--- src/hw/rtl/nrs_pkg.sv ---
// Shared types, constants and saturation helper for the ReLU/SGD neuron.
`default_nettype none
package nrs_pkg;

    localparam int DATA_W  = 16;
    localparam int FRAC_W  = 12;
    localparam int LR_W    = 16;
    localparam int ACC_W   = 40;
    localparam int PRE_W   = ACC_W + 1;
    localparam int MUL_A_W = 2 * DATA_W + 1;
    localparam int MUL_B_W = LR_W + 1;
    localparam int PROD_W  = MUL_A_W + MUL_B_W;
    localparam int W_SHIFT = 2 * FRAC_W + LR_W - FRAC_W;
    localparam int B_SHIFT = LR_W;
    localparam int STEP_W  = PROD_W + 1 - B_SHIFT;
    localparam int SAT_IN_W = PRE_W + 1;

    localparam logic signed [SAT_IN_W-1:0] SAT_HI =
        (SAT_IN_W'(1) <<< (DATA_W - 1)) - SAT_IN_W'(1);
    localparam logic signed [SAT_IN_W-1:0] SAT_LO = -(SAT_IN_W'(1) <<< (DATA_W - 1));

    typedef enum logic [1:0] {
        OP_FWD  = 2'd0,
        OP_BWD  = 2'd1,
        OP_WR_W = 2'd2,
        OP_WR_B = 2'd3
    } op_t;

    localparam logic [1:0] MODE_RELU     = 2'd0;
    localparam logic [1:0] MODE_SOFTMAX  = 2'd1;
    localparam logic [1:0] MODE_PASS     = 2'd2;
    localparam logic [1:0] MODE_PASS_ALT = 2'd3;

    localparam logic [1:0] REG_MODE = 2'd0;
    localparam logic [1:0] REG_LR   = 2'd1;

    typedef enum logic [1:0] {
        MUL_XW   = 2'd0,
        MUL_GX   = 2'd1,
        MUL_LRGX = 2'd2,
        MUL_LRG  = 2'd3
    } mul_sel_t;

    typedef struct packed {
        logic [DATA_W-1:0] value;
        logic              clip;
    } sat_t;

    function automatic sat_t sat_data(input logic signed [SAT_IN_W-1:0] v);
        sat_t r;
        if (v > SAT_HI) begin
            r.value = SAT_HI[DATA_W-1:0];
            r.clip  = 1'b1;
        end else if (v < SAT_LO) begin
            r.value = SAT_LO[DATA_W-1:0];
            r.clip  = 1'b1;
        end else begin
            r.value = v[DATA_W-1:0];
            r.clip  = 1'b0;
        end
        return r;
    endfunction

endpackage
`default_nettype wire

--- src/hw/rtl/nrs_wmem.sv ---
// Weight store: one write port, one registered read port.
`default_nettype none
module nrs_wmem #(
    parameter int DEPTH = 256,
    parameter int AW    = (DEPTH > 1) ? $clog2(DEPTH) : 1
) (
    input  wire logic                              aclk,
    input  wire logic                              wr_en,
    input  wire logic [AW-1:0]                     wr_addr,
    input  wire logic [nrs_pkg::DATA_W-1:0]        wr_data,
    input  wire logic                              rd_en,
    input  wire logic [AW-1:0]                     rd_addr,
    output logic      [nrs_pkg::DATA_W-1:0]        rd_data
);
    import nrs_pkg::*;

    logic [DATA_W-1:0] mem [DEPTH];
    logic [DATA_W-1:0] rd_data_reg;

    always_ff @(posedge aclk) begin
        if (wr_en) begin
            mem[wr_addr] <= wr_data;
        end
    end

    always_ff @(posedge aclk) begin
        if (rd_en) begin
            rd_data_reg <= mem[rd_addr];
        end
    end

    assign rd_data = rd_data_reg;

endmodule
`default_nettype wire

--- config.mk ---
export PLATFORM = sky130hd
export DESIGN_NAME = nrs_wmem
export DESIGN_NICKNAME = d
export VERILOG_FILES = /design/src/hw/rtl/nrs_pkg.sv /design/src/hw/rtl/nrs_wmem.sv
export SDC_FILE = /design/constraint.sdc
export NUM_CORES = 2
export LEC_CHECK = 0
export ABC_CLOCK_PERIOD_IN_PS = 4800
export BUFFER_PORTS_ARGS = -buffer_cell sky130_fd_sc_hd__buf_2
export CAP_MARGIN = 20
export CORE_UTILIZATION = 40
export DETAILED_ROUTE_END_ITERATION = 16
export GPL_TIMING_DRIVEN = 0
export REMOVE_ABC_BUFFERS = 1
export SYNTH_ARGS = -nofsm -noshare
export SYNTH_HDL_FRONTEND = slang
export SYNTH_SLANG_ARGS = --single-unit
--- constraint.sdc ---
create_clock -name aclk -period 4.8 [get_ports aclk]
set_clock_uncertainty 0.15 [all_clocks]
set_input_delay 0.24 -clock aclk [delete_from_list [all_inputs] [get_ports aclk]]
set_output_delay 0.24 -clock aclk [all_outputs]
set_load 0.1 [all_outputs]
* Word level (Yosys, flattened, before mapping) *
Memories as Yosys holds them, arrays and structs flattened. A register that Yosys moved wholly into a read port is not among the register bits.
Index checks and enable logic that the tools add are counted.

storage, ports and cells
  output and inout bits = 16
  latch bits = 0
  logic and storage cells = 3
  RAM bits = 4096
  register bits = 0
  memories = 1
  ROM bits = 0

cells by class
  $mul = 0
  equal/unequal tests = 0
  div/mod/pow operators = 0
  reduce and logical (&&, ||, !) cells = 0
  bitwise logic cells = 0
  add/subtract/negate cells = 0
  $lt $le $gt $ge = 0
  shift-type cells = 0
  multiplexer cells = 2

memories
  name  words  width  rd ports  clocked after Yosys merged registers in  write ports  RTL line        source
  mem   256    16     1         1                                        1            nrs_wmem.sv:17  logic [DATA_W-1:0] mem [DEPTH];

operator list
  cell               number
  two-way mux 1 bit  2

* Longest topological paths before layout *
  depth in word-level cells = 2
  gate-level depth with buffers = 12
  mapped depth without buffers = 6

* Worst setup path after synthesis *
No wires, ideal clock.

  kind = input to register
  start = in rd_addr[0]
  end = reg rd_data_reg[4] (netlist: rd_data[4]) (read register of mem) (data pin)
  buffers on the path = 3
  arrival time = 2.224 ns
  setup slack = 2.161 ns
  stages = 8
  required time = 4.385 ns
  path through = buf_6 buf_6 buf_2 mux4_2 mux4_2 a22o_1 o32ai_2 nor4_2

RTL lines
  element          RTL line        source
  start, declared  nrs_wmem.sv:12  input wire logic [AW-1:0] rd_addr,
  end, declared    nrs_wmem.sv:18  logic [DATA_W-1:0] rd_data_reg;

==> results.toml <==
[status]
status = "finished with violations"
violations = "setup timing"

[cells_and_area]
final_nets = 7766
largest_reg_flops = 4096
ff_latch_area_um2 = 123000
multi_input_area_um2 = 33700
layout.cells.non_filler = 13300
syn2layout_area_growth_pct = 15.4
layout-drive-gt1-share_pct = 26.7
nFillCells = 32000

[clocking]
worstSkewPairLatency_ns = 0.97
clk_pin_slew_worst_paths_ns = 0.07
cts_root_buffer = "clkbuf_16"
clkSinkCount = 4112
clockBufferDepth = 4
post_cts_buffers = 0
cts_tree = "yes"
htreeDepth = 5
cts_buffers = 402

[power_and_ir_drop]
power_switching_mw = 16.1
intPower_mw = 58.4
seq_power_share_pct = 53.2
p_leak_nw = 57.2
pwr-share-clk_pct = 41.6
comb_power_share_pct = 5.3
switching_share_pct = 21.6
peakVddDrop_v = 0.000280
power.density_nw_per_um2 = 406
finalPower_mw = 74.5

[grt]
antenna_found_initial = 20
grt_max_degree = 157
grt_pass1_wl_um = 577000
grt_usage_pct = 20.1
gr-total-overflow = 0
grt_pass1_vias = 77400

[drt]
vias_per_cell = 5.81
drtIter0Drc = 8986
drtAntennaViolNets = 0
wire_per_inst_um = 30.6
vias = 77400
wl_um = 408000
drc = 0
first_pass_iters = 6

[sta]
tightest_slew_ns = 1.29
finalHoldViolCount = 0
fin_crit_ns = 4.94
slew_violations = 0
maxSlewHeadroom_pct = 13.2
fmax_mhz = 203
finalSetupViolCount = 4
layout_setup_ws_ns = -0.137
post-route-period-util_pct = 103

[run]
maxCapViolCount = 0

[worst_setup_path]
worstSetupPathType = "in2reg"
cp_max_fo = 92
crit_buf_inv = 4
endpoint_kind = "flop"
crit_path_start_kind = "input pin"
cp_common_cell = "buf_16"
critical_path_arrival_ns = 5.45
critPathSlowestCell = "o31ai_1"
cp_slowest_stage_delay_ns = 0.80
worstPathRequired_ns = 5.31
critPathLaunch = "rd_addr[1]"
r2r-start = "mem[135][4]"
crit_chain = "buf_8 -> buf_16 -> buf_16 -> nand2b_4 -> buf_16 -> o221ai_1 -> a21oi_1 -> o31ai_1 -> o32ai_4 -> nor4_2"
cp_top_family = "compound AO/OA/AOI/OAI gates"

[synthesis]
ys_ff_latch = 4112
async_flop_share_pct = 0
syn-mean-instance-area_um2 = 21.6
synth-edff-count = 4112
synth_area_um2 = 159000
syn_inst = 7360
synth-simple-area-share_pct = 1.57
synth_top_family_by_area = "multiplexers"
yosysSeqAreaShare_pct = 77.7
synth_compound_area_share_pct = 3.53
synth_fa_ha_area_share_pct = 0
synth_cell_types = 51
synthMuxAreaShare_pct = 15.5
yosys_warnings = 0
synth_ff_type = "edfxtp_1"
synth_xor_area_share_pct = 0

[floorplan]
core_area_um2 = 396000
dieWidth_um = 632
dieArea_um2 = 400000
row_count = 231
io_pins = 51
start_util_pct = 40.2
die_h_um = 632

[placed_design]
dpl.hpwl_um = 250000
place_congestion = 0.865
io_buffers = 50
placed_cells = 12500

[worst_hold_path]
worstHoldStart = "wr_addr[7]"
hold_class = "in2reg"
[cell families (layout without fill, tap and decap cells)]
| family | count (synthesis) | count (layout) |
|---|---|---|
| compound gates | 786 | 786 |
| simple gates | 556 | 557 |
| mux | 1450 | 1450 |
| other cells | 0 | 14 |
| buf+inv | 456 | 1169 |
| flops | 4112 | 4112 |
[worst reg2reg max path: cells and delay by family, from the launching register on]
| kind | cells | cell delay [ns] |
|---|---|---|
| AOI/OAI and AO/OA | 3 | 1.91 |
| muxes | 2 | 0.80 |
| DFF | 1 | 0.38 |
| and+or+nand+nor | 1 | 0.24 |
[final timing paths]
| kind | slack (ns) | end | depth (start not counted) |
|---|---|---|---|
| setup / recovery | -0.14 | rd_data[12] | 10 |
| hold / removal | 0.10 | mem[110][11] | 5 |
| setup reg to reg | 1.03 | rd_data[4] | 6 |
| hold reg to reg | 1.06 | rd_data[2] | 6 |
[layout by cell type (no fill, tap or decap), types with 15 or more instances in the layout]
| cell type | count |
|---|---|
| edfxtp_1 | 4112 |
| mux4_2 | 797 |
| mux2i_1 | 565 |
| clkbuf_16 | 411 |
| nor2_2 | 256 |
| o221ai_1 | 252 |
| buf_8 | 224 |
| a21oi_1 | 175 |
| o22ai_1 | 148 |
| clkinv_1 | 95 |
| mux2_2 | 88 |
| nor3_1 | 86 |
| clkbuf_1 | 82 |
| buf_16 | 81 |
| clkinv_2 | 77 |
| nor2_1 | 47 |
| a22oi_1 | 39 |
| buf_2 | 39 |
| nand2_1 | 36 |
| o21ai_0 | 36 |
| bufinv_16 | 33 |
| a22o_1 | 32 |
| a221oi_1 | 28 |
| nand4_1 | 26 |
| nand3_1 | 26 |
| dlygate4sd3_1 | 25 |
| clkinvlp_4 | 22 |
| a211oi_1 | 18 |
| o31ai_1 | 15 |
[timing repair]
| action | CTS | global route |
|---|---|---|
| setup endpoints to repair | 16 | 9 |
| resized for setup | 11 | 9 |
| cloned | 6 | 1 |
| hold buffers | 25 | 0 |
| hold endpoints to repair | 2292 | 0 |
[power by group through the flow]
stage / Sequential, mW / Clock [mW] / Combinational, mW
2_1_floorplan: 40.5 / 0 / 1.46
3_3_place_gp: 40.5 / 0 / 6.16
3_5_place_dp: 40.4 / 0 / 3.85
4_1_cts: 39.6 / 31.4 / 3.91
5_1_grt: 39.6 / 32.7 / 4.08
6_report: 39.6 / 31.0 / 3.92
[per-layer routing]
layer  share of wire, %  vias up  global-route usage, %
met1                 40    41200                   27.4
li1                   -    32100                      -
met4                4.3        2                   7.95
met3                8.5      724                   4.26
met2                 47     3378                   31.5
met5             0.0047        -                      0
[area by class of cell]
cell class                 count  share of cell area [%]
sequential                  4112                    67.3
inverter                       4                  0.0164
clock buffer                 492                    5.76
tap                         5242                    3.58
timing repair buffer         418                    3.69
clock inverter               255                    1.26
antenna                       14                  0.0191
multi-input combinational   2793                    18.3
[cell usage after synthesis (43+ instances only)]
master / instances / area share [%]
clkbuf_1: 230 / 0.54
o221ai_1: 252 / 1.4
nor3_1: 92 / 0.29
o22ai_1: 148 / 0.58
buf_6: 77 / 0.55
nor2_1: 304 / 0.72
mux2_2: 88 / 0.62
mux2i_1: 565 / 3.6
buf_2: 76 / 0.24
a22oi_1: 43 / 0.20
a21oi_1: 175 / 0.55
mux4_2: 797 / 11
edfxtp_1: 4112 / 78
[through the flow]
stage / setup slack, ns / hold WS, ns / setup TNS (ns) / cell area [µm²] / utilization (%)
floorplan: -2.22 / 0.189 / -33.60 / 156000 / -
global placement: -53.10 / 0.503 / -3218.06 / 163000 / 41.2
detailed placement: -2.48 / 0.339 / -28.59 / 170000 / 42.9
CTS: 0.0346 / 0.0205 / 0 / 183000 / 46.3
global route: -0.00495 / 0.0637 / -0.00495 / 183000 / 46.3
finish: -0.137 / 0.104 / -0.361 / 183000 / 46.4
(Power assumes the default switching activity.)
