--- config.mk ---
export PLATFORM = sky130hd
export DESIGN_NAME = nrs_mul
export DESIGN_NICKNAME = d
export VERILOG_FILES = /design/src/hw/rtl/nrs_pkg.sv /design/src/hw/rtl/nrs_mul.sv
export SDC_FILE = /design/constraint.sdc
export NUM_CORES = 2
export LEC_CHECK = 0
export BUFFER_PORTS_ARGS = -buffer_cell sky130_fd_sc_hd__clkbuf_2
export CAP_MARGIN = 40
export CORE_ASPECT_RATIO = 0.9
export CORE_MARGIN = 1.5
export CORE_UTILIZATION = 54
export DETAILED_ROUTE_END_ITERATION = 10
export HOLD_SLACK_MARGIN = 0.06
export PLACE_DENSITY = 0.83
export SLEW_MARGIN = 20
export SYNTH_ARGS = -nofsm -noshare
export SYNTH_HDL_FRONTEND = slang
export SYNTH_SLANG_ARGS = --single-unit
export TNS_END_PERCENT = 100
--- constraint.sdc ---
create_clock -name aclk -period 18.1 [get_ports aclk]
set_input_delay 1.81 -clock aclk [delete_from_list [all_inputs] [get_ports aclk]]
set_output_delay 1.81 -clock aclk [all_outputs]
set_load 0.005 [all_outputs]
--- src/hw/rtl/nrs_pkg.sv ---
// Shared types, constants and saturation helper for the ReLU/SGD neuron.
`default_nettype none
package nrs_pkg;

    localparam int DATA_W  = 16;
    localparam int FRAC_W  = 12;
    localparam int LR_W    = 16;
    localparam int ACC_W   = 40;
    localparam int PRE_W   = ACC_W + 1;
    localparam int MUL_A_W = 2 * DATA_W + 1;
    localparam int MUL_B_W = LR_W + 1;
    localparam int PROD_W  = MUL_A_W + MUL_B_W;
    localparam int W_SHIFT = 2 * FRAC_W + LR_W - FRAC_W;
    localparam int B_SHIFT = LR_W;
    localparam int STEP_W  = PROD_W + 1 - B_SHIFT;
    localparam int SAT_IN_W = PRE_W + 1;

    localparam logic signed [SAT_IN_W-1:0] SAT_HI =
        (SAT_IN_W'(1) <<< (DATA_W - 1)) - SAT_IN_W'(1);
    localparam logic signed [SAT_IN_W-1:0] SAT_LO = -(SAT_IN_W'(1) <<< (DATA_W - 1));

    typedef enum logic [1:0] {
        OP_FWD  = 2'd0,
        OP_BWD  = 2'd1,
        OP_WR_W = 2'd2,
        OP_WR_B = 2'd3
    } op_t;

    localparam logic [1:0] MODE_RELU     = 2'd0;
    localparam logic [1:0] MODE_SOFTMAX  = 2'd1;
    localparam logic [1:0] MODE_PASS     = 2'd2;
    localparam logic [1:0] MODE_PASS_ALT = 2'd3;

    localparam logic [1:0] REG_MODE = 2'd0;
    localparam logic [1:0] REG_LR   = 2'd1;

    typedef enum logic [1:0] {
        MUL_XW   = 2'd0,
        MUL_GX   = 2'd1,
        MUL_LRGX = 2'd2,
        MUL_LRG  = 2'd3
    } mul_sel_t;

    typedef struct packed {
        logic [DATA_W-1:0] value;
        logic              clip;
    } sat_t;

    function automatic sat_t sat_data(input logic signed [SAT_IN_W-1:0] v);
        sat_t r;
        if (v > SAT_HI) begin
            r.value = SAT_HI[DATA_W-1:0];
            r.clip  = 1'b1;
        end else if (v < SAT_LO) begin
            r.value = SAT_LO[DATA_W-1:0];
            r.clip  = 1'b1;
        end else begin
            r.value = v[DATA_W-1:0];
            r.clip  = 1'b0;
        end
        return r;
    endfunction

endpackage
`default_nettype wire

--- src/hw/rtl/nrs_mul.sv ---
// Shared signed multiplier with operand select and registered product.
`default_nettype none
module nrs_mul (
    input  wire logic                                aclk,
    input  wire nrs_pkg::mul_sel_t                   sel,
    input  wire logic signed [nrs_pkg::DATA_W-1:0]   x_val,
    input  wire logic signed [nrs_pkg::DATA_W-1:0]   w_val,
    input  wire logic signed [nrs_pkg::DATA_W-1:0]   grad_val,
    input  wire logic        [nrs_pkg::LR_W-1:0]     lr_val,
    output logic signed      [nrs_pkg::PROD_W-1:0]   prod
);
    import nrs_pkg::*;

    logic signed [MUL_A_W-1:0] op_a;
    logic signed [MUL_B_W-1:0] op_b;
    logic signed [PROD_W-1:0]  prod_reg;

    always_comb begin
        unique case (sel)
            MUL_XW: begin
                op_a = MUL_A_W'(w_val);
                op_b = MUL_B_W'(x_val);
            end
            MUL_GX: begin
                op_a = MUL_A_W'(x_val);
                op_b = MUL_B_W'(grad_val);
            end
            MUL_LRGX: begin
                op_a = $signed(prod_reg[MUL_A_W-1:0]);
                op_b = $signed({1'b0, lr_val});
            end
            MUL_LRG: begin
                op_a = MUL_A_W'(grad_val);
                op_b = $signed({1'b0, lr_val});
            end
            default: begin
                op_a = '0;
                op_b = '0;
            end
        endcase
    end

    always_ff @(posedge aclk) begin
        prod_reg <= PROD_W'(op_a) * PROD_W'(op_b);
    end

    assign prod = prod_reg;

endmodule
`default_nettype wire

; After elaboration in Yosys (flattened, before gate mapping)
; Cells that the tools add are included.
[word_totals]
reg_bits = 50
word_cells = 9
[classes]
mul = 1
eq_ne = 3
n_reduce_logical = 2
muxes = 2
[ops]
columns = operator, count
row1 = one-hot mux 33 bit (4 select lines), 1
row2 = one-hot mux 17 bit (3 select lines), 1
row3 = multiplier 33 x 17 -> 50 bit, 1
row4 = == test 2 bit (second input constant), 2
row5 = == test 2 x 1 -> 1 bit (second input constant), 1
row6 = logical NOT 2 bit, 1
row7 = OR reduction 2 bit, 1

; Logic depth before layout (Yosys ltp)
[logic_depth]
ltp_word = 4
depth_mapped = 29
depth_no_buf = 27

; Worst setup path before layout
; No wires, ideal clock.
[synth_path]
path_kind = in2reg
start = in sel[1]
end = reg prod_reg[46], in the netlist prod[46]
t_arrival_ns = 8.844
setup_slack_ns = 9.134
setup_time_ns = 0.122
cell_stages = 25
path_buffers = 4
path_cell_list = clkbuf_1 clkbuf_1 clkbuf_1 nand2_1 o21ai_1 clkbuf_1 nand2_1 fa_1 fa_1 fa_1 inv_1 fa_1 fa_1 inv_1 fa_1 inv_1 ha_1 clkinv_1 or4_1 or3_4 a211oi_2 o31ai_1 o211ai_2 a31oi_4 a311o_1
[synth_via]
elab_chain_cells = 4
[synth_rtl]
columns = element, line_no
row1 = from (decl), nrs_mul.sv:5  ; input wire nrs_pkg::mul_sel_t sel,
row2 = == test 2 bit, nrs_mul.sv:19  ; unique case (sel)
row3 = OR reduction 2 bit (no source line), n/a
row4 = one-hot mux 17 bit (3 select lines), nrs_mul.sv:19
row5 = multiplier 33 x 17 -> 50 bit *, nrs_mul.sv:44  ; prod_reg <= PROD_W'(op_a) * PROD_W'(op_b);
row6 = to (signal assigned), nrs_mul.sv:44
row7 = to (decl), nrs_mul.sv:16  ; logic signed [PROD_W-1:0] prod_reg;
; Mark *: on every way between the ends. The rest lies on a longest branch, timed or not.

; Worst setup path in the final report
[layout_path]
start = in sel[0]
end = reg prod_reg[47], in the netlist prod[47]
; The elaborated chain is that of the path after synthesis.

==> flow_summary_export.csv <==
group,metric,value,unit
synth,syn_nets,3104,
placed_design,io_buffer_count,116,
setup_path,worst_ep_arrival_time,10.34,ns
clock_network,cts.clk_slew.worst_paths,0.09,ns
floorplan,io_pins,117,
synth,syn_area_per_cell,8.80,sq um
setup_path,required,18.34,ns
run_status,status,"completed",
global_route,grt_max_degree,85,
clock_network,clk_latency,0.35,ns
clock_network,cts_root_buf,"clkbuf_16",
setup_path,r2r-end,"prod[48]",
route,via_per_inst,5.76,
synth,yosys.area.top_type,"fa_1",
clock_network,cts.sinks,50,
timing,worst_pin_slew,0.908,ns
floorplan,start_util,54.8,%
synth,synth_area_leaders,"fa_1 51%, inv_1 9.7%, ha_1 7.0%",
setup_path,crit_slowest_cell,"a21oi_2",
cells_and_area,largest_reg_flops,50,
setup_path,max_stage_delay,0.58,ns
min_path,worstHoldStart,"prod[0]",
clock_network,clockBufferDepth,2,
route,wl_per_cell,20.6,microns
clock_network,htreeDepth,2,
global_route,grt_antenna_before_repair,0,
timing,finalSetupViolations,0,
clock_network,cts_buffers,5,
timing,slew_violations,0,
global_route,grt_overflow,0,
route,drc,0,
timing,rsz0062_at_grt,"no",
timing,timing.final.crit_share,55.8,%
synth,synth_edf_count,0,
setup_path,worstPathMaxFanout,44,
setup_path,rr_worst_depth,23,
timing,skew,0.0153,ns
setup_path,r2r_setup_slack,10.33,ns
global_route,grt_use_total,32.4,%
synth,postSynthCellCount,2384,
min_path,min_to,"prod[0]",
route,wl,60.3,mm
timing,fin_crit,10.11,ns
synth,ys_seq_area_share,4.77,%
setup_path,startpoint_type,"primary input",
floorplan,core_area,38300,sq um
synth,synth_most_common_cell,"inv_1",
placed_design,dp_hpwl,49.9,mm
cells_and_area,drive_above_1_share,8.40,%
cells_and_area,syn_to_final_growth,7.32,%
setup_path,r2r-start,"prod[14]",
cells_and_area,nNetsFinal,3159,
synth,synth-seq-cells,50,
floorplan,std_cell_rows,68,
floorplan,die-area,40000,sq um
min_path,hold_class,"reg -> reg",
clock_network,cts_tree,"yes",
synth,synth_commonest_cells,"540 x inv_1, 536 x fa_1, 340 x nand2_1, 260 x nor2_1, 117 x ha_1",
route,dr.pass1.iters,7,
setup_path,worst-setup-path-type,"in -> reg",
floorplan,die-height,190,microns
setup_path,end_kind,"register",
timing,slew_headroom,39.1,%
cells_and_area,utilization,58.8,%
synth,ys_warn_count,0,
min_path,min_path_cells,4,
global_route,grt_pass1_wl,98.5,mm
timing,setup_tns,0,ns
synth,synth_cell_types,65,
synth,netlist.area_leader.share,51.2,%
floorplan,die_x,211,microns
job,drv_cap,0,
placed_design,gp_congestion,1.02,
route,first_iter_violations,1638,
route,drtAntennaViolNets,0,
global_route,grt_pass1_vias,18657,
clock_network,hold_buffers,0,
synth,synthFlopType,"dfxtp_1",
clock_network,post_cts_buffers,0,
route,num_vias,16874,
timing,finalHoldViolations,0,
synth,async_flop_share,0,%
clock_network,cts_resized,0,
synth,mappedNetlistArea,21000,sq um
timing,max_freq,98.9,MHz
setup_path,cp_common_cell,"fa_1",
## routing by layer
| layer | vias to the layer above | GRT usage, % | routed length, microns |
|---|---|---|---|
| li1 | 7155 | - | - |
| met1 | 8383 | 39.5 | 21200 |
| met2 | 1089 | 51.8 | 27900 |
| met3 | 247 | 9.57 | 7390 |
| met4 | 0 | 18.3 | 3870 |
| met5 | - | 0.369 | 0 |
## final cells by class
type | count | area (sq um)
antenna | 2 | 5.00
clock buffer | 6 | 129
clock inverter | 2 | 17.5
fill | 3180 | 15800
inverter | 541 | 2030
multi-input combinational | 1687 | 17600
sequential | 50 | 1000
tap | 490 | 613
timing repair buffer | 154 | 1070
## critical path: cells and delay by family
kind	cells	cell delay (ns)
adders and majority gates	7	3.46
buffers and inverters	7	1.50
and+or+nand+nor	8	1.64
AOI/OAI and AO/OA	5	1.88
## kinds of logic (layout without fill, tap and decap cells)
group	count (synthesis)	in the layout	share of synthesized area (%)
other	0	2	0
flip-flops	50	50	4.77
XOR/XNOR	48	48	2.00
adder cells (fa/ha/maj)	653	653	58.1
AO/OA/AOI/OAI	230	230	7.08
buffers and inverters	647	703	11.6
AND/OR/NAND/NOR	709	709	14.0
multiplexers	47	47	2.33
## metrics by stage
stage | hold slack, ns | area, sq um | setup WS [ns] | cells
6_report | 0.906 | 22500 | 7.99 | 2932
5_1_grt | 0.943 | 22500 | 7.45 | 2930
3_3_place_gp | 0.845 | 22000 | 7.78 | 2903
3_5_place_dp | 0.843 | 22300 | 7.60 | 2914
4_1_cts | 0.864 | 22400 | 7.98 | 2922
2_1_floorplan | 0.699 | 21000 | 9.13 | 2384
## worst max-delay path by stage
stage	start	to	slack [ns]	cells past startpoint
global placement	sel[0]	prod[49]	7.78	26
CTS	sel[0]	prod[47]	7.98	26
global route	sel[0]	prod[47]	7.45	27
finish	sel[0]	prod[47]	7.99	27
detailed placement	sel[0]	prod[47]	7.60	26
floorplan	sel[1]	prod[46]	9.13	25
## cell usage in the layout, fill, tap and decap left out, types with 6 or more instances in the layout
| cell | count |
|---|---|
| ha_1 | 117 |
| nand2b_1 | 17 |
| buf_16 | 8 |
| buf_4 | 22 |
| o21ai_0 | 22 |
| mux2_2 | 15 |
| nor2b_1 | 29 |
| xnor2_1 | 38 |
| fa_1 | 536 |
| nand2_1 | 340 |
| a21oi_2 | 6 |
| dfxtp_1 | 50 |
| clkbuf_2 | 115 |
| nand4_1 | 6 |
| o21ai_1 | 36 |
| inv_1 | 540 |
| o21a_1 | 44 |
| nor3_1 | 13 |
| o21ai_4 | 8 |
| mux2i_1 | 32 |
| nand3_1 | 9 |
| and2_1 | 18 |
| nor2_1 | 260 |
| xor2_1 | 10 |
| a21oi_1 | 48 |
| a21o_1 | 18 |
| a31oi_1 | 8 |
Power is left out: the tool's default activity adds up to more than one toggle a clock period on the data nets, which glitch-free logic cannot reach.
